File: config.mk
export PLATFORM = sky130hd
export DESIGN_NAME = acars_bit_framer
export DESIGN_NICKNAME = d
export VERILOG_FILES = /design/src/hw/rtl/abf_pkg.sv /design/src/hw/rtl/abf_core.sv /design/src/hw/rtl/abf_rsp_queue.sv /design/src/hw/rtl/acars_bit_framer.sv
export SDC_FILE = /design/constraint.sdc
export NUM_CORES = 1
export LEC_CHECK = 0
export BUFFER_PORTS_ARGS = -buffer_cell sky130_fd_sc_hd__buf_4
export CORE_MARGIN = 4
export CORE_UTILIZATION = 60
export CTS_CLUSTER_SIZE = 12
export DETAILED_ROUTE_END_ITERATION = 6
export PLACE_DENSITY = 0.88
export SLEW_MARGIN = 0
export SYNTH_ARGS = -nofsm -noshare
export SYNTH_HDL_FRONTEND = slang
export SYNTH_SLANG_ARGS = --single-unit
File: constraint.sdc
create_clock -name clock -period 7 [get_ports clock]
set_input_delay 1.4 -clock clock [delete_from_list [all_inputs] [get_ports clock]]
set_output_delay 1.4 -clock clock [all_outputs]
set_load 0.01 [all_outputs]
File: src/hw/rtl/abf_pkg.sv
package abf_pkg;

   localparam int MAX_RESULTS = 4;
   localparam int COUNT_W     = $clog2(MAX_RESULTS + 1);

   // register indexes
   localparam logic [1:0] CSR_PARITY_LIMIT = 2'd0;
   localparam logic [1:0] CSR_MAX_LENGTH   = 2'd1;
   localparam logic [1:0] CSR_DLE_MIN      = 2'd2;

   localparam logic [2:0] PARITY_LIMIT_RESET = 3'd4;
   localparam logic [7:0] MAX_LENGTH_RESET   = 8'd240;
   localparam logic [7:0] DLE_MIN_RESET      = 8'd20;
   localparam logic [7:0] TEXT_CAP           = 8'd250;

   localparam logic [7:0] BYTE_SYN = 8'h16;
   localparam logic [7:0] BYTE_SOH = 8'h01;
   localparam logic [7:0] BYTE_ETX = 8'h83;
   localparam logic [7:0] BYTE_ETB = 8'h97;
   localparam logic [7:0] BYTE_DLE = 8'h7f;

   localparam logic [1:0] KIND_TEXT  = 2'd0;
   localparam logic [1:0] KIND_STATE = 2'd1;
   localparam logic [1:0] KIND_FRAME = 2'd2;

   localparam logic [2:0] ST_HUNT  = 3'd0;
   localparam logic [2:0] ST_SYNC2 = 3'd1;
   localparam logic [2:0] ST_SOH   = 3'd2;
   localparam logic [2:0] ST_TEXT  = 3'd3;
   localparam logic [2:0] ST_CRC1  = 3'd4;
   localparam logic [2:0] ST_CRC2  = 3'd5;
   localparam logic [2:0] ST_END   = 3'd6;

   typedef struct packed {
      logic [1:0] kind;
      logic [2:0] frame_state;
      logic [7:0] data_byte;
      logic [7:0] byte_index;
      logic [7:0] text_length;
      logic [7:0] crc_first;
      logic [7:0] crc_second;
   } abf_result_type;

   // all result words caused by one input bit
   typedef struct packed {
      logic [COUNT_W-1:0]                   count;
      abf_result_type [MAX_RESULTS-1:0]     res;
   } abf_group_type;

   function automatic abf_result_type make_result(
      input logic [1:0] kind,
      input logic [2:0] st,
      input logic [7:0] data,
      input logic [7:0] idx,
      input logic [7:0] len,
      input logic [7:0] c0,
      input logic [7:0] c1
   );
      abf_result_type r;
      r.kind        = kind;
      r.frame_state = st;
      r.data_byte   = data;
      r.byte_index  = idx;
      r.text_length = len;
      r.crc_first   = c0;
      r.crc_second  = c1;
      return r;
   endfunction

endpackage

File: src/hw/rtl/abf_core.sv
module abf_core
   import abf_pkg::*;
(
   input  logic          clock,
   input  logic          reset,
   input  logic          req_valid,
   output logic          req_stall,
   input  logic          req_bit_in,
   input  logic          csr_wr_en,
   input  logic [1:0]    csr_index,
   input  logic [7:0]    csr_wr_data,
   input  logic          grp_ready,
   output logic          grp_push,
   output abf_group_type grp_data
);

   typedef enum logic [2:0] {
      PH_HUNT  = ST_HUNT,
      PH_SYNC2 = ST_SYNC2,
      PH_SOH   = ST_SOH,
      PH_TEXT  = ST_TEXT,
      PH_CRC1  = ST_CRC1,
      PH_CRC2  = ST_CRC2,
      PH_END   = ST_END
   } phase_type;

   logic       in_valid_ff, in_valid_in;
   logic       in_bit_ff;
   logic [2:0] par_limit_ff;
   logic [7:0] max_len_ff;
   logic [7:0] dle_min_ff;

   phase_type  phase_ff, phase_in;
   logic [7:0] shift_ff, shift_in;
   logic [3:0] bitcnt_ff, bitcnt_in;
   logic [7:0] len_ff, len_in;
   logic [2:0] pfc_ff, pfc_in;
   logic [7:0] crc0_ff, crc0_in;
   logic [7:0] crc1_ff, crc1_in;
   logic [7:0] recent_ff [3];
   logic [7:0] recent_in [3];

   logic       consume;
   logic       req_accept;
   logic [7:0] ch;
   logic [3:0] bitcnt_nx;
   logic [7:0] len1, len2, lim;
   logic       even_par;
   logic [2:0] pfc1;
   logic       parity_abort;
   logic       clr_frame, clr_byte;
   logic       goto_end;
   abf_result_type text_res, zero_rep;

   assign consume    = in_valid_ff & grp_ready;
   assign req_stall  = in_valid_ff & ~grp_ready;
   assign req_accept = req_valid & ~req_stall;
   assign in_valid_in = req_accept | (in_valid_ff & ~consume);

   // LSB first: new bit enters at the top
   assign ch        = {in_bit_ff, shift_ff[7:1]};
   assign bitcnt_nx = bitcnt_ff + 4'd1;
   assign len1      = len_ff + 8'd1;
   assign len2      = (len1 >= 8'd3) ? len1 - 8'd3 : 8'd0;
   assign lim       = (max_len_ff > TEXT_CAP) ? TEXT_CAP : max_len_ff;
   assign even_par  = ~^ch;
   assign pfc1      = (even_par && pfc_ff != 3'd7) ? pfc_ff + 3'd1 : pfc_ff;
   assign parity_abort = even_par && (pfc1 > par_limit_ff);

   assign text_res = make_result(KIND_TEXT, ST_TEXT, ch, len_ff, len1, crc0_ff, crc1_ff);
   assign zero_rep = make_result(KIND_STATE, ST_HUNT, 8'd0, 8'd0, 8'd0, 8'd0, 8'd0);

   always_comb begin
      phase_in  = phase_ff;
      shift_in  = shift_ff;
      bitcnt_in = bitcnt_ff;
      len_in    = len_ff;
      pfc_in    = pfc_ff;
      crc0_in   = crc0_ff;
      crc1_in   = crc1_ff;
      recent_in = recent_ff;
      clr_frame = 1'b0;
      clr_byte  = 1'b0;
      goto_end  = 1'b0;
      grp_data  = '0;

      if (consume) begin
         shift_in  = ch;
         bitcnt_in = bitcnt_nx;
         if (bitcnt_nx[3]) begin
            unique case (phase_ff)
               PH_HUNT: begin
                  if (ch == BYTE_SYN) begin
                     phase_in = PH_SYNC2;
                     clr_byte = 1'b1;
                     grp_data.count  = COUNT_W'(1);
                     grp_data.res[0] = make_result(KIND_STATE, ST_SYNC2, 8'd0, 8'd0,
                                                   len_ff, crc0_ff, crc1_ff);
                  end else begin
                     // slide the window by one bit
                     bitcnt_in = 4'd7;
                  end
               end
               PH_SYNC2: begin
                  grp_data.count = COUNT_W'(1);
                  if (ch == BYTE_SYN) begin
                     phase_in = PH_SOH;
                     clr_byte = 1'b1;
                     grp_data.res[0] = make_result(KIND_STATE, ST_SOH, 8'd0, 8'd0,
                                                   len_ff, crc0_ff, crc1_ff);
                  end else begin
                     clr_frame = 1'b1;
                     grp_data.res[0] = zero_rep;
                  end
               end
               PH_SOH: begin
                  clr_frame = 1'b1;
                  grp_data.count  = COUNT_W'(1);
                  grp_data.res[0] = zero_rep;
                  if (ch == BYTE_SOH) begin
                     grp_data.res[0].frame_state = ST_TEXT;
                  end
               end
               PH_TEXT: begin
                  len_in       = len1;
                  pfc_in       = pfc1;
                  recent_in[0] = ch;
                  recent_in[1] = recent_ff[0];
                  recent_in[2] = recent_ff[1];
                  grp_data.res[0] = text_res;
                  grp_data.count  = COUNT_W'(2);
                  if (parity_abort) begin
                     clr_frame = 1'b1;
                     grp_data.res[1] = zero_rep;
                  end else if (ch == BYTE_ETX || ch == BYTE_ETB) begin
                     phase_in = PH_CRC1;
                     clr_byte = 1'b1;
                     grp_data.res[1] = make_result(KIND_STATE, ST_CRC1, 8'd0, 8'd0,
                                                   len1, crc0_ff, crc1_ff);
                  end else if (len1 > lim) begin
                     clr_frame = 1'b1;
                     grp_data.res[1] = zero_rep;
                  end else if (len1 > dle_min_ff && ch == BYTE_DLE) begin
                     // CRC is the two bytes before the DLE
                     clr_frame = 1'b1;
                     goto_end  = 1'b1;
                     grp_data.count  = COUNT_W'(4);
                     grp_data.res[1] = make_result(KIND_STATE, ST_CRC2, 8'd0, 8'd0,
                                                   len2, recent_ff[1], recent_ff[0]);
                     grp_data.res[2] = make_result(KIND_FRAME, ST_CRC2, 8'd0, 8'd0,
                                                   len2, recent_ff[1], recent_ff[0]);
                     grp_data.res[3] = zero_rep;
                     grp_data.res[3].frame_state = ST_END;
                  end else begin
                     clr_byte = 1'b1;
                     grp_data.count = COUNT_W'(1);
                  end
               end
               PH_CRC1: begin
                  crc0_in  = ch;
                  phase_in = PH_CRC2;
                  clr_byte = 1'b1;
                  grp_data.count  = COUNT_W'(1);
                  grp_data.res[0] = make_result(KIND_STATE, ST_CRC2, 8'd0, 8'd0,
                                                len_ff, ch, crc1_ff);
               end
               PH_CRC2: begin
                  clr_frame = 1'b1;
                  goto_end  = 1'b1;
                  grp_data.count  = COUNT_W'(2);
                  grp_data.res[0] = make_result(KIND_FRAME, ST_CRC2, 8'd0, 8'd0,
                                                len_ff, crc0_ff, ch);
                  grp_data.res[1] = zero_rep;
                  grp_data.res[1].frame_state = ST_END;
               end
               default: begin
                  clr_frame = 1'b1;
                  grp_data.count  = COUNT_W'(1);
                  grp_data.res[0] = zero_rep;
               end
            endcase
         end

         if (clr_byte || clr_frame) begin
            shift_in  = 8'd0;
            bitcnt_in = 4'd0;
         end
         if (clr_frame) begin
            len_in    = 8'd0;
            pfc_in    = 3'd0;
            crc0_in   = 8'd0;
            crc1_in   = 8'd0;
            recent_in = '{default: 8'd0};
            // frame end idles one byte, SOH after the sync pair enters text, every other restart goes to hunt
            if (goto_end) begin
               phase_in = PH_END;
            end else if (phase_ff == PH_SOH && ch == BYTE_SOH) begin
               phase_in = PH_TEXT;
            end else begin
               phase_in = PH_HUNT;
            end
         end
      end
   end

   assign grp_push = consume && (grp_data.count != '0);

   always_ff @(posedge clock) begin
      if (reset) begin
         in_valid_ff  <= 1'b0;
         par_limit_ff <= PARITY_LIMIT_RESET;
         max_len_ff   <= MAX_LENGTH_RESET;
         dle_min_ff   <= DLE_MIN_RESET;
         phase_ff     <= PH_HUNT;
         shift_ff     <= 8'd0;
         bitcnt_ff    <= 4'd0;
         len_ff       <= 8'd0;
         pfc_ff       <= 3'd0;
         crc0_ff      <= 8'd0;
         crc1_ff      <= 8'd0;
         recent_ff    <= '{default: 8'd0};
      end else begin
         in_valid_ff <= in_valid_in;
         if (csr_wr_en) begin
            unique case (csr_index)
               CSR_PARITY_LIMIT: par_limit_ff <= csr_wr_data[2:0];
               CSR_MAX_LENGTH:   max_len_ff   <= csr_wr_data;
               CSR_DLE_MIN:      dle_min_ff   <= csr_wr_data;
               default: ;
            endcase
         end
         phase_ff  <= phase_in;
         shift_ff  <= shift_in;
         bitcnt_ff <= bitcnt_in;
         len_ff    <= len_in;
         pfc_ff    <= pfc_in;
         crc0_ff   <= crc0_in;
         crc1_ff   <= crc1_in;
         recent_ff <= recent_in;
      end
   end

   always_ff @(posedge clock) begin
      if (req_accept) begin
         in_bit_ff <= req_bit_in;
      end
   end

endmodule

File: src/hw/rtl/abf_rsp_queue.sv
module abf_rsp_queue
   import abf_pkg::*;
(
   input  logic          clock,
   input  logic          reset,
   input  logic          grp_push,
   input  abf_group_type grp_data,
   output logic          grp_ready,
   output logic          rsp_valid,
   input  logic          rsp_stall,
   output logic [1:0]    rsp_kind,
   output logic [2:0]    rsp_frame_state,
   output logic [7:0]    rsp_data_byte,
   output logic [7:0]    rsp_byte_index,
   output logic [7:0]    rsp_text_length,
   output logic [7:0]    rsp_crc_first,
   output logic [7:0]    rsp_crc_second,
   output logic          rsp_last
);

   localparam int DEPTH = 2;
   localparam int PTR_W = $clog2(DEPTH);
   localparam int CNT_W = $clog2(DEPTH + 1);
   localparam int SEL_W = $clog2(MAX_RESULTS);

   abf_group_type      grp_ff [DEPTH];
   logic [PTR_W-1:0]   wr_ptr_ff, rd_ptr_ff;
   logic [CNT_W-1:0]   cnt_ff, cnt_in;
   logic [SEL_W-1:0]   sel_ff;

   abf_group_type      head;
   abf_result_type     cur;
   logic               is_last;
   logic               rsp_take;
   logic               pop;

   assign head      = grp_ff[rd_ptr_ff];
   assign cur       = head.res[sel_ff];
   assign grp_ready = (cnt_ff != CNT_W'(DEPTH));
   assign rsp_valid = (cnt_ff != '0);
   assign is_last   = (COUNT_W'(sel_ff) == head.count - COUNT_W'(1));
   assign rsp_take  = rsp_valid & ~rsp_stall;
   assign pop       = rsp_take & is_last;

   assign rsp_kind        = cur.kind;
   assign rsp_frame_state = cur.frame_state;
   assign rsp_data_byte   = cur.data_byte;
   assign rsp_byte_index  = cur.byte_index;
   assign rsp_text_length = cur.text_length;
   assign rsp_crc_first   = cur.crc_first;
   assign rsp_crc_second  = cur.crc_second;
   assign rsp_last        = is_last;

   always_comb begin
      cnt_in = cnt_ff;
      if (grp_push && !pop) begin
         cnt_in = cnt_ff + CNT_W'(1);
      end else if (!grp_push && pop) begin
         cnt_in = cnt_ff - CNT_W'(1);
      end
   end

   always_ff @(posedge clock) begin
      if (reset) begin
         wr_ptr_ff <= '0;
         rd_ptr_ff <= '0;
         cnt_ff    <= '0;
         sel_ff    <= '0;
      end else begin
         cnt_ff <= cnt_in;
         if (grp_push) begin
            wr_ptr_ff <= wr_ptr_ff + PTR_W'(1);
         end
         if (pop) begin
            rd_ptr_ff <= rd_ptr_ff + PTR_W'(1);
            sel_ff    <= '0;
         end else if (rsp_take) begin
            sel_ff <= sel_ff + SEL_W'(1);
         end
      end
   end

   always_ff @(posedge clock) begin
      if (grp_push) begin
         grp_ff[wr_ptr_ff] <= grp_data;
      end
   end

endmodule

File: src/hw/rtl/acars_bit_framer.sv
// Flow: a bit accepted into the input register is framed into the group queue, whose
// result words are offered on the result port. Throughput: one bit per cycle unless
// a full queue stalls it; a byte boundary yields up to 4 words, drained one per
// cycle unless rsp_stall, from a 2-deep group queue, set by the single result port.
// Reset (synchronous, active high): hunting for SYN, counters, CRC and queue cleared,
// registers back to parity limit 4, max length 240, DLE minimum 20.
module acars_bit_framer
   import abf_pkg::*;
(
   input  logic       clock,
   input  logic       reset,
   input  logic       req_valid,
   output logic       req_stall,
   input  logic       req_bit_in,
   input  logic       csr_wr_en,
   input  logic [1:0] csr_index,
   input  logic [7:0] csr_wr_data,
   output logic       rsp_valid,
   input  logic       rsp_stall,
   output logic [1:0] rsp_kind,
   output logic [2:0] rsp_frame_state,
   output logic [7:0] rsp_data_byte,
   output logic [7:0] rsp_byte_index,
   output logic [7:0] rsp_text_length,
   output logic [7:0] rsp_crc_first,
   output logic [7:0] rsp_crc_second,
   output logic       rsp_last
);

   logic          grp_ready;
   logic          grp_push;
   abf_group_type grp_data;

   abf_core u_core (
      .clock       (clock),
      .reset       (reset),
      .req_valid   (req_valid),
      .req_stall   (req_stall),
      .req_bit_in  (req_bit_in),
      .csr_wr_en   (csr_wr_en),
      .csr_index   (csr_index),
      .csr_wr_data (csr_wr_data),
      .grp_ready   (grp_ready),
      .grp_push    (grp_push),
      .grp_data    (grp_data)
   );

   abf_rsp_queue u_rsp_queue (
      .clock           (clock),
      .reset           (reset),
      .grp_push        (grp_push),
      .grp_data        (grp_data),
      .grp_ready       (grp_ready),
      .rsp_valid       (rsp_valid),
      .rsp_stall       (rsp_stall),
      .rsp_kind        (rsp_kind),
      .rsp_frame_state (rsp_frame_state),
      .rsp_data_byte   (rsp_data_byte),
      .rsp_byte_index  (rsp_byte_index),
      .rsp_text_length (rsp_text_length),
      .rsp_crc_first   (rsp_crc_first),
      .rsp_crc_second  (rsp_crc_second),
      .rsp_last        (rsp_last)
   );

`ifndef NO_ASSERTIONS
   a_push_has_room: assert property (@(posedge clock) disable iff (reset)
      grp_push |-> grp_ready)
      else $error("group pushed into full queue");

   a_push_count: assert property (@(posedge clock) disable iff (reset)
      grp_push |-> (grp_data.count != '0 && grp_data.count <= COUNT_W'(MAX_RESULTS)))
      else $error("bad group word count");

   a_text_state: assert property (@(posedge clock) disable iff (reset)
      (rsp_valid && rsp_kind == KIND_TEXT) |-> rsp_frame_state == ST_TEXT)
      else $error("text word outside text state");

   a_frame_state: assert property (@(posedge clock) disable iff (reset)
      (rsp_valid && rsp_kind == KIND_FRAME) |-> (rsp_frame_state == ST_CRC2 && !rsp_last))
      else $error("frame complete word malformed");
`endif

endmodule

==> metrics.md, run 1 <==
| Metric | Value |
|---|---|
| CP endpoint kind | `flop` |
| CTS Sinks | `approximately 280` |
| Port buffer count | `63` |
| Slew Limit Headroom | `0.344` |
| Final WL | `29500 um` |
| Mapped Nets | `1122` |
| Worst setup margin | `just over 2 ns` |
| Pin count of the biggest net entering global routing | `78` |
| Final Instance Area | `14500 sq um` |
| Distinct cells, synth | `64` |
| Seq cells post-synth | `between 200 and 300` |
| Post-Route Setup TNS | `0 ns` |
| CP Max Fanout | `27` |
| WS Path Type | `flop to flop` |
| GP Congestion | `around 0.96` |
| Power per cell area | `~230 nW/um^2` |
| Avg WL per Cell | `approximately 21 um` |
| Synth Flop Type | `edfxtp_1` |
| CTS tree | `built` |
| Number of global-route vias before repair | `just under 9000` |
| EDFF count, synth | `slightly above 200` |
| Total GRT Usage | `0.245` |
| Area leader, netlist | `edfxtp_1` |
| CP startpoint | `u_core.shift_ff[5]` |
| Max Slew Vio Count | `0` |
| Routed Antenna Nets | `0` |
| Skew-Pair Late Insertion Delay | `roughly 0.54 ns` |
| Synth Area per Inst | `~12 sq um` |
| Pre-antenna DRT Iters | `6` |
| Layout cells sized above 1 | `0.150` |
| Final min period | `between 4 and 5 ns` |
| Ports | `64` |
| Maximum clock rate | `between 200 and 250 MHz` |
| Global-route wire length before repair | `about 47000 um` |
| Leakage power | `between 4 and 5 nW` |
| Hold path endpoint | `u_core.recent_ff[10]` |
| Top cells by area, synth | `edfxtp_1, dfxtp_1, mux2i_1` |
| Worst Hold Class | `flop to flop` |
| Grt total ovfl | `0` |
| Synthesized cell area | `about 13000 sq um` |
| Worst flop-to-flop path startpoint | `u_core.shift_ff[5]` |
| Capturing point of the worst reg2reg path | `u_rsp_queue.grp_ff[0][107]` |
| Status | `complete, no violations` |
| Die Height | `about 150 um` |
| Worst Max-Slew Pin Slew | `between 0.9 and 1 ns` |
| FILL cells | `1470` |
| Post-DP Area | `between 10000 and 15000 sq um` |
| Final Hold Viols | `0` |
| Via density per instance | `6.14` |
| Post-route clock period utilization | `0.712` |
| Final net count | `1167` |
| Initial antenna violation count | `0` |
| Worst Path Arrival | `between 5 and 6 ns` |
| Critical Path RT | `approximately 7.4 ns` |
| Die area | `~24000 sq um` |
| Ant. Diodes | `0` |
| Pre-CTS WS | `approximately 2.1 ns` |
| Yosys warns | `0` |
| Final hold slack | `0.450 ns` |
| DP Wirelength | `between 15000 and 20000 um` |
| RSZ-0062 raised after global routing | `false` |
| Cts bufs inserted | `29` |
| Die X | `between 150 and 200 um` |
| Slack of the worst reg-to-reg path | `between 2 and 2.5 ns` |
| Initial Util | `0.611` |
| Iteration-0 DRC Markers | `between 1000 and 1500` |
| Setup violators final | `0` |
| Hold_buf cts | `0` |
| Hold Path Stages | `2` |
| Cells after synthesis | `~1100` |
| Clock skew | `~0.014 ns` |
| Post-synth ARST share | `0` |
| Residual DRC | `0` |
| CTS root buf | `clkbuf_16` |
| Post-CTS Resized | `0` |
| Area growth syn-to-layout | `12.5%` |
| Sequential area share after synthesis | `0.591` |
| Setup bufs post-CTS | `0` |
| # rows | `53` |
| Max-cap violations | `0` |
| Max IR drop VDD | `approximately 0.16 mV` |
| Startpoint types | `flop` |
| CTS clk-pin slew, worst paths | `approximately 0.060 ns` |
| Final core utilization | `0.688` |
| CTS H-tree depth | `1` |
| Clk buf depth | `3` |
| Hold path start | `u_core.recent_ff[10]` |
| Core box area | `around 21000 sq um` |
| Post-synth top area share | `0.473` |
| Worst-case reg-to-reg path depth | `14` |
| Via Count | `8659` |
==> cells in the mapped netlist (3+ instances only) <==
cell type,number
dfxtp_1,76
a211oi_1,4
xor2_1,9
ha_1,38
nand3_1,38
o211ai_1,3
o21ai_0,19
or3_1,5
nand4_1,6
a22oi_1,30
xnor2_1,9
nor2_1,108
and2_1,35
o21ai_1,6
o22ai_1,29
clkbuf_1,41
nand2b_1,13
nor4_1,3
buf_2,15
a21oi_1,70
nor2b_1,6
mux2_2,3
o21a_1,3
mux2i_1,60
nand2_1,65
and3_1,13
edfxtp_1,203
inv_1,57
a21o_1,14
nor3_1,6
mux4_2,26
nand3b_1,9
a31oi_1,4
nor3b_1,4
==> worst max-delay path, cell delays in order (launching register included) <==
cell	delay, ns
dfxtp_1	0.50
inv_1	0.12
ha_1	0.32
xor2_1	0.17
xnor2_1	0.32
nor2b_1	0.39
mux2_2	0.40
ha_1	0.33
a21oi_1	0.20
a21oi_1	0.10
nand2_1	0.13
nand4b_1	0.29
nor3_4	0.88
a21bo_2	0.40
a21oi_1	0.24
==> report_power, final <==
part,total [mW],internal [mW],switching [mW]
logic,0.0706,0.0292,0.0414
clock network,1.50,0.894,0.601
registers,1.77,1.76,0.0131
==> cell type report <==
type                       instances  area, sq um  area share
sequential                       279         7620       0.526
multi-input combinational        672         4830       0.333
clock buffer                      50          888      0.0613
timing repair buffer              72          541      0.0373
tap                              275          344      0.0237
inverter                          59          221      0.0153
clock inverter                     4         48.8     0.00337
==> metal layers <==
layer	up-vias	track usage	wire length (um)
met4	0	0.0980	1120
met1	4172	0.318	11200
met5	-	0	0
met2	400	0.409	14600
li1	3999	-	-
met3	88	0.0484	2540
==> registers in the layout, summed over array words and instances, names as in the netlist, named ones only <==
signal,count
u_rsp_queue.grp_ff,202
u_core.shift_ff,7
u_rsp_queue.wr_ptr_ff,1
u_core.phase_ff,3
u_core.in_valid_ff,1
u_core.pfc_ff,3
u_core.max_len_ff,8
u_core.crc0_ff,8
u_core.par_limit_ff,3
u_core.dle_min_ff,8
u_rsp_queue.sel_ff,2
u_core.len_ff,8
u_core.bitcnt_ff,4
u_core.recent_ff,16
u_core.in_bit_ff,1
u_rsp_queue.cnt_ff,2
u_rsp_queue.rd_ptr_ff,1
==> placed cells by master, fill, tap and decap left out, drive strengths merged, types with 5 or more instances in the layout <==
| cell | count |
|---|---|
| dfxtp | 76 |
| nor3 | 7 |
| nor2 | 111 |
| ha | 38 |
| and3 | 13 |
| nand4 | 6 |
| nand3b | 9 |
| nand3 | 40 |
| clkbuf | 50 |
| a21oi | 70 |
| xor2 | 12 |
| a22oi | 30 |
| o22ai | 29 |
| o21ai | 25 |
| buf | 72 |
| nor2b | 6 |
| mux2i | 60 |
| xnor2 | 11 |
| edfxtp | 203 |
| or3 | 5 |
| nand2 | 65 |
| mux4 | 26 |
| nand2b | 13 |
| a21o | 14 |
| inv | 60 |
| and2 | 36 |
==> worst max path at each step <==
stage,endpoint,depth (start not counted)
final,u_rsp_queue.grp_ff[0][107],14
after CTS,u_rsp_queue.grp_ff[1][62],14
after detailed placement,u_rsp_queue.grp_ff[1][62],14
after global placement,u_rsp_queue.grp_ff[0][62],14
after global routing,u_rsp_queue.grp_ff[1][62],14
after floorplan,u_rsp_queue.grp_ff[0][0],6
==> kinds of logic after synthesis <==
logic type / synth area share
AND/OR/NAND/NOR: 0.126
AO/OA/AOI/OAI: 0.0954
flip-flops: 0.591
adder cells (fa/ha/maj): 0.0369
XOR/XNOR: 0.0203
multiplexers: 0.0946
buffers and inverters: 0.0358
==> metrics by stage <==
stage          instances  power (mW)
5_1_grt             1411        3.44
3_5_place_dp        1357        1.88
2_1_floorplan       1068        1.85
3_3_place_gp        1357        1.87
6_report            1411        3.34
4_1_cts             1411        3.35
(Power assumes the default switching activity.)
==> run 2: changes to the inputs <==
--- a/config.mk
+++ b/config.mk
@@ -5,6 +5,7 @@
 export SDC_FILE = /design/constraint.sdc
 export NUM_CORES = 1
 export LEC_CHECK = 0
+export ABC_AREA = 1
 export BUFFER_PORTS_ARGS = -buffer_cell sky130_fd_sc_hd__buf_4
 export CORE_MARGIN = 4
 export CORE_UTILIZATION = 60
==> constraint.sdc (replaced) <==
create_clock -name clock -period 4.9 [get_ports clock]
set_input_delay 0.98 -clock clock [delete_from_list [all_inputs] [get_ports clock]]
set_output_delay 0.98 -clock clock [all_outputs]
set_load 0.01 [all_outputs]
==> run 2 against run 1 <==
Effect of this change:
- register-to-register slack got worse by 1.1 ns
- clock skew increased by 0.0080 ns
- power increased by 38%
- critical path depth increased by 9
- global-route usage increased by 0.82 points
- critical path type unchanged
- critical endpoint is now u_core.crc0_ff[6]
- largest power group unchanged
- highest routed layer unchanged
==> metrics.md, run 2 <==
| Metric | Value |
|---|---|
| Global-route wire length before repair | `48900 um (was 46700 um)` |
| Status | `complete, no violations (unchanged)` |
| Seq cells post-synth | `279 (unchanged)` |
| Final net count | `1406 (was 1167)` |
| Post-synth top area share | `0.476 (was 0.473)` |
| Max IR drop VDD | `0.234 mV (was 0.161 mV)` |
| Register with the most flip-flops | `u_rsp_queue.grp_ff (unchanged)` |
| Max Slew Vio Count | `0 (unchanged)` |
| CP Max Fanout | `33 (was 27)` |
| Largest stage delay, worst path | `0.47 ns (was 0.88 ns)` |
| Final min period | `4.02 ns (was 4.99 ns)` |
| Routed Antenna Nets | `0 (unchanged)` |
| Hold Path Stages | `2 (unchanged)` |
| Power per cell area | `321 nW/um^2 (was 230 nW/um^2)` |
| Maximum clock rate | `249 MHz (was 201 MHz)` |
| Most frequent CP cell | `nand2_1 (was a21oi_1)` |
| Commonest non-fill, non-tap cell in the layout | `nor2_1 (was edfxtp_1)` |
| Distinct cells, synth | `49 (was 64)` |
| FILL cells | `1457 (was 1470)` |
| Synth Area per Inst | `9.82 sq um (was 12.1 sq um)` |
| Cells after synthesis | `1305 (was 1068)` |
| # rows | `53 (unchanged)` |
| Commonest cells post-synth | `nor2_1, edfxtp_1, nand2_1, o21ai_0, inv_1 (was edfxtp_1, nor2_1, dfxtp_1, a21oi_1, nand2_1)` |
| GP Congestion | `0.953 (was 0.960)` |
| Die Height | `154 um (was 155 um)` |
| Die area | `23800 sq um (was 23900 sq um)` |
| Initial antenna violation count | `0 (unchanged)` |
| Biggest regs | `u_rsp_queue.grp_ff: 202 flops, u_core.recent_ff: 16 flops (unchanged)` |
| Grt total ovfl | `0 (unchanged)` |
| Post-Place Cells | `1597 (was 1357)` |
| Cell Count, Final, Fillers Out | `1649 (was 1411)` |
| Skew-Pair Late Insertion Delay | `0.53 ns (was 0.54 ns)` |
| Worst Hold Class | `flop to flop (unchanged)` |
| Core box area | `21000 sq um (was 21100 sq um)` |
| Yosys warns | `0 (unchanged)` |
| Residual DRC | `0 (unchanged)` |
| Startpoint types | `flop (unchanged)` |
| Number of global-route vias before repair | `9511 (was 8683)` |
| DP Wirelength | `20600 um (was 19500 um)` |
| Port buffer count | `63 (unchanged)` |
| Top cells by area, synth | `edfxtp_1, dfxtp_1, nor2_1 (was edfxtp_1, dfxtp_1, mux2i_1)` |
| Clk buf depth | `3 (unchanged)` |
| Pre-antenna DRT Iters | `7 (was 6)` |
| Count leader, synth | `nor2_1 (was edfxtp_1)` |
| Avg WL per Cell | `18.9 um (was 20.9 um)` |
| Setup violators final | `0 (unchanged)` |
| Max-cap violations | `0 (unchanged)` |
| Worst Path Arrival | `4.43 ns (was 5.33 ns)` |
| Area growth syn-to-layout | `12.3% (was 12.5%)` |
| Total power draw | `4.62 mW (was 3.34 mW)` |
| Via density per instance | `6.07 (was 6.14)` |
| Worst-case reg-to-reg path depth | `23 (was 14)` |
| Final WL | `31200 um (was 29500 um)` |
| Critical Path RT | `5.31 ns (was 7.35 ns)` |
| Clock skew | `0.0222 ns (was 0.0142 ns)` |
| Slew Limit Headroom | `0.181 (was 0.344)` |
| Sequential area share after synthesis | `0.594 (was 0.591)` |
| EDFF count, synth | `203 (unchanged)` |
| Total GRT Usage | `0.253 (was 0.245)` |
| Post-Route Setup TNS | `0 ns (unchanged)` |
| Final Hold Viols | `0 (unchanged)` |
| Post-CTS Resized | `0 (unchanged)` |
| CTS tree | `built (unchanged)` |
| Cts bufs inserted | `28 (was 29)` |
| Cell Chain, Critical Path | `inv_1 > ha_1 > xor2_1 > nand2_1 > nand2_1 > nor2_1 > mux2_2 > ha_1 > nand2_1 > nor2_1 > nor2_1 > nor2_1 > nand3_2 > nand2_1 > nand2_2 > inv_2 > nand2_2 > nand2_2 > nand2_4 > nand2_1 > nand3_1 > nand2_1 > nor2_1 (was inv_1 > ha_1 > xor2_1 > xnor2_1 > nor2b_1 > mux2_2 > ha_1 > a21oi_1 > a21oi_1 > nand2_1 > nand4b_1 > nor3_4 > a21bo_2 > a21oi_1)` |
| CP endpoint kind | `flop (unchanged)` |
| RSZ-0062 raised after global routing | `false (unchanged)` |
| CP max stage cell | `dfxtp_1 (was nor3_4)` |
| Die X | `154 um (was 155 um)` |
| Hold_buf cts | `0 (unchanged)` |
| Via Count | `10000 (was 8659)` |
| Layout cells sized above 1 | `0.128 (was 0.150)` |
| Iteration-0 DRC Markers | `1149 (was 1104)` |
| Post-synth ARST share | `0 (unchanged)` |
| Leakage power | `4.99 nW (was 4.96 nW)` |
| CTS Sinks | `279 (unchanged)` |
| Mapped Nets | `1359 (was 1122)` |
| CTS root buf | `clkbuf_16 (unchanged)` |
| Area leader, netlist | `edfxtp_1 (unchanged)` |
| Ant. Diodes | `0 (unchanged)` |
| Setup bufs post-CTS | `0 (unchanged)` |
| Worst Max-Slew Pin Slew | `1.23 ns (was 0.985 ns)` |
| Synth Flop Type | `edfxtp_1 (unchanged)` |
| WS Path Type | `flop to flop (unchanged)` |
| Post-route clock period utilization | `0.819 (was 0.712)` |
| Pin count of the biggest net entering global routing | `102 (was 78)` |
| Most frequent cells in the layout | `nor2_1, edfxtp_1, nand2_1 (was edfxtp_1, nor2_1, dfxtp_1)` |
| Ports | `64 (unchanged)` |
| Initial Util | `0.610 (was 0.611)` |
| CTS H-tree depth | `1 (unchanged)` |
| Max reg flops | `202 (unchanged)` |
| CTS clk-pin slew, worst paths | `0.06 ns (about the same)` |
| Synthesized cell area | `12800 sq um (was 12900 sq um)` |
run 2: cell types whose count changed after synthesis, sizes merged, moves of 14 or more:
cell | before | now
nand2 | 65 | 195
nor2 | 111 | 241
o21ai | 25 | 145
mux2i | 60 | 2
inv | 59 | 98
and2 | 36 | 0
mux4 | 26 | 0
a22oi | 30 | 16
run 2: cell families after synthesis:
logic type | share of synthesized area
buffers and inverters | 0.0503
XOR/XNOR | 0.0136
multiplexers | 0.00332
flip-flops | 0.594
AO/OA/AOI/OAI | 0.136
AND/OR/NAND/NOR | 0.166
adder cells (fa/ha/maj) | 0.0371
run 2: worst paths after layout:
path	from	endpoint	slack, ns
setup / recovery	u_core.shift_ff[7]	u_core.crc0_ff[6]	0.88
hold / removal	u_core.dle_min_ff[5]	u_core.dle_min_ff[5]	0.47
setup reg to reg	u_core.shift_ff[7]	u_core.crc0_ff[6]	0.88
hold reg to reg	u_core.dle_min_ff[5]	u_core.dle_min_ff[5]	0.47
run 2: final cells by class:
cell class              count  area, sq um  share of cell area
flip-flops and latches    279         7620               0.529
multi-input cells         866         4580               0.318
clock buffers              51          881              0.0612
repair buffers             76          583              0.0405
inverters                 101          385              0.0268
well taps                 275          344              0.0239
clock inverters             1         6.26            0.000435
run 2: worst max-delay path: cells and delay by family (launching register included):
| family | cells | cell delay, ns |
|---|---|---|
| and+or+nand+nor | 17 | 2.01 |
| adders and majority gates | 2 | 0.65 |
| buffers and inverters | 2 | 0.20 |
| xor gates and xnor gates | 1 | 0.17 |
| DFF | 1 | 0.47 |
| muxes | 1 | 0.38 |
run 2: power by group:
group / switching (mW) / total [mW] / internal (mW)
Combinational: 0.0504 / 0.0782 / 0.0278
Sequential: 0.00610 / 2.52 / 2.51
Clock: 0.826 / 2.03 / 1.20
Total: 0.883 / 4.62 / 3.74
run 2: stage by stage:
stage,worst slack (ns),instance area [sq um],utilization,hold slack [ns]
6_report,0.885,14400,0.685,0.465
3_3_place_gp,1.20,13500,0.643,0.450
2_1_floorplan,0.562,12800,-,0.433
4_1_cts,0.968,14400,0.685,0.466
3_5_place_dp,1.00,13500,0.643,0.455
5_1_grt,0.602,14400,0.685,0.493
run 2: routing by layer:
metal	routed length (um)	global-route usage
met5	0	0
met2	15300	0.424
met3	2720	0.0406
met4	1210	0.103
met1	11900	0.332
==> run 3: changes to the inputs <==
--- a/config.mk
+++ b/config.mk
@@ -8,10 +8,10 @@
 export ABC_AREA = 1
 export BUFFER_PORTS_ARGS = -buffer_cell sky130_fd_sc_hd__buf_4
 export CORE_MARGIN = 4
-export CORE_UTILIZATION = 60
+export CORE_UTILIZATION = 55
 export CTS_CLUSTER_SIZE = 12
 export DETAILED_ROUTE_END_ITERATION = 6
-export PLACE_DENSITY = 0.88
+export PLACE_DENSITY = 0.86
 export SLEW_MARGIN = 0
 export SYNTH_ARGS = -nofsm -noshare
 export SYNTH_HDL_FRONTEND = slang
==> constraint.sdc (replaced) <==
create_clock -name clock -period 3.61 [get_ports clock]
set_input_delay 0.722 -clock clock [delete_from_list [all_inputs] [get_ports clock]]
set_output_delay 0.722 -clock clock [all_outputs]
set_load 0.01 [all_outputs]
==> run 3 against run 2 <==
Effect of this change:
- clock-buffer cell count fell by 2
- setup slack got worse by 0.87 ns
- clock power rose by 33%
- clock skew fell by 0.013 ns
- critical path type unchanged
==> metrics.md, run 3 (synthesis gave the netlist of run 2 again) <==
| Metric | Value |
|---|---|
| Final min period | `3.59 ns (was 4.02 ns)` |
| Final Hold Viols | `0 (unchanged)` |
| GP Congestion | `0.899 (was 0.953)` |
| CP Max Fanout | `9 (was 33)` |
| Setup violators final | `0 (unchanged)` |
| CTS H-tree depth | `1 (unchanged)` |
| Cell Count, Final, Fillers Out | `1717 (was 1649)` |
| Biggest regs | `u_rsp_queue.grp_ff: 202 flops, u_core.recent_ff: 16 flops (unchanged)` |
| Slew Limit Headroom | `0.534 (was 0.181)` |
| Worst Hold Class | `primary input to flop (was flop to flop)` |
| Port buffer count | `63 (unchanged)` |
| DP Wirelength | `20100 um (was 20600 um)` |
| Leakage power | `5.12 nW (was 4.99 nW)` |
| Maximum clock rate | `278 MHz (was 249 MHz)` |
| Ports | `64 (unchanged)` |
| Global-route wire length before repair | `48800 um (was 48900 um)` |
| CTS clk-pin slew, worst paths | `0.06 ns (about the same)` |
| Grt total ovfl | `0 (unchanged)` |
| Via Count | `10000 (about the same)` |
| CTS Sinks | `279 (unchanged)` |
| Cts bufs inserted | `28 (unchanged)` |
| CTS tree | `built (unchanged)` |
| Final core utilization | `0.647 (was 0.685)` |
| # rows | `55 (was 53)` |
| Pin count of the biggest net entering global routing | `102 (unchanged)` |
| Commonest non-fill, non-tap cell in the layout | `nor2_1 (unchanged)` |
| Post-Route Setup TNS | `0 ns (unchanged)` |
| Initial Util | `0.563 (was 0.610)` |
| Most frequent cells in the layout | `nor2_1, edfxtp_1, nand2_1 (unchanged)` |
| Max Slew Vio Count | `0 (unchanged)` |
| Total GRT Usage | `0.231 (was 0.253)` |
| FILL cells | `1674 (was 1457)` |
| Avg WL per Cell | `18.3 um (was 18.9 um)` |
| Via density per instance | `5.85 (was 6.07)` |
| Power per cell area | `422 nW/um^2 (was 321 nW/um^2)` |
| Area growth syn-to-layout | `15.0% (was 12.3%)` |
| Status | `complete, no violations (unchanged)` |
| Post-route clock period utilization | `0.995 (was 0.819)` |
| WS Path Type | `flop to flop (unchanged)` |
| Initial antenna violation count | `0 (unchanged)` |
| Clk buf depth | `3 (unchanged)` |
| Skew-Pair Late Insertion Delay | `0.53 ns (about the same)` |
| Pre-antenna DRT Iters | `7 (unchanged)` |
| Critical Path RT | `4.07 ns (was 5.31 ns)` |
| Iteration-0 DRC Markers | `1064 (was 1149)` |
| Worst Path Arrival | `4.05 ns (was 4.43 ns)` |
| Layout cells sized above 1 | `0.147 (was 0.128)` |
| Max-cap violations | `0 (unchanged)` |
| Max reg flops | `202 (unchanged)` |
| CP endpoint kind | `flop (unchanged)` |
| Worst Max-Slew Pin Slew | `0.697 ns (was 1.23 ns)` |
| Total power draw | `6.22 mW (was 4.62 mW)` |
| Post-DP Area | `13700 sq um (was 13500 sq um)` |
| Startpoint types | `flop (unchanged)` |
| Die X | `161 um (was 154 um)` |
| Ant. Diodes | `0 (unchanged)` |
| Final WL | `31400 um (was 31200 um)` |
| Residual DRC | `0 (unchanged)` |
| Final net count | `1436 (was 1406)` |
| CTS root buf | `clkbuf_16 (unchanged)` |
| Routed Antenna Nets | `0 (unchanged)` |
| Register with the most flip-flops | `u_rsp_queue.grp_ff (unchanged)` |
| Post-Place Cells | `1655 (was 1597)` |
| Clock skew | `0.00932 ns (was 0.0222 ns)` |
| Final Instance Area | `14700 sq um (was 14400 sq um)` |
| Die area | `25800 sq um (was 23800 sq um)` |
| Core box area | `22800 sq um (was 21000 sq um)` |
| Die Height | `161 um (was 154 um)` |
| Number of global-route vias before repair | `9427 (was 9511)` |
| Max IR drop VDD | `0.316 mV (was 0.234 mV)` |
## run 3: changes by cell type in the layout (fill, tap and decap cells not counted), moves of 3 or more
cell / previous run / this run
buf_4: 75 / 99
buf_12: 1 / 4
clkbuf_1: 12 / 16
clkbuf_8: 6 / 3
clkbuf_4: 3 / 0
## run 3: routing by layer
layer,track usage,vias to the layer above,part of all wire
met1,0.303,4777,0.39
met3,0.0385,85,0.090
met5,0,-,0
met2,0.391,507,0.48
met4,0.0806,0,0.033
li1,-,4669,-
## run 3: area by class of cell
cell class,count,area (sq um),area share
flip-flops and latches,279,7620,0.517
multi-input cells,867,4650,0.315
repair buffers,105,846,0.0574
clock buffers,49,832,0.0565
well taps,313,392,0.0266
inverters,101,387,0.0262
clock inverters,3,17.5,0.00119
## run 3: repair_timing
action / 4_1_cts / 5_1_grt
setup buffers: 0 / 9
resized for setup: 1 / 13
pin swaps: 0 / 5
gates cloned: 0 / 1
setup endpoints to repair: 1 / 108
hold buffers: 0 / 0
## run 3: worst paths after layout
kind                                             start                     end  slack, ns  cells after the start
worst max-delay path                u_core.shift_ff[1]       u_core.crc0_ff[6]       0.02                     23
worst min-delay path                        req_bit_in        u_core.in_bit_ff       0.38                      1
worst max register to register      u_core.shift_ff[1]       u_core.crc0_ff[6]       0.02                     23
worst min register to register  u_core.par_limit_ff[1]  u_core.par_limit_ff[1]       0.46                      2
## run 3: critical path: stages (launching register included)
cell	delay, ns
dfxtp_1	0.34
inv_1	0.07
ha_1	0.33
xor2_1	0.19
nand2_1	0.12
nand2_2	0.07
nor2_4	0.15
mux2_4	0.32
ha_1	0.30
nand2_1	0.07
nor2_1	0.09
nor2_1	0.05
nor2_1	0.18
nand3_2	0.15
nand2_1	0.11
nand2_2	0.06
inv_2	0.06
nand2_2	0.07
nand2_4	0.10
nand2_8	0.09
a21oi_4	0.25
buf_6	0.14
nor2_1	0.06
nor2_1	0.15
## run 3: metrics by stage
stage / setup WS (ns) / hold WS (ns)
global placement: 0.115 / 0.445
global route: -0.111 / 0.365
CTS: 0.00930 / 0.364
finish: 0.0176 / 0.376
floorplan: -0.728 / 0.433
detailed placement: 0.0229 / 0.456
## run 3: report_power, final
group	switching (mW)	internal [mW]	total [mW]
combinational	0.0740	0.0457	0.120
clock	1.14	1.55	2.69
sequential	0.00656	3.41	3.41
total	1.22	5.00	6.22
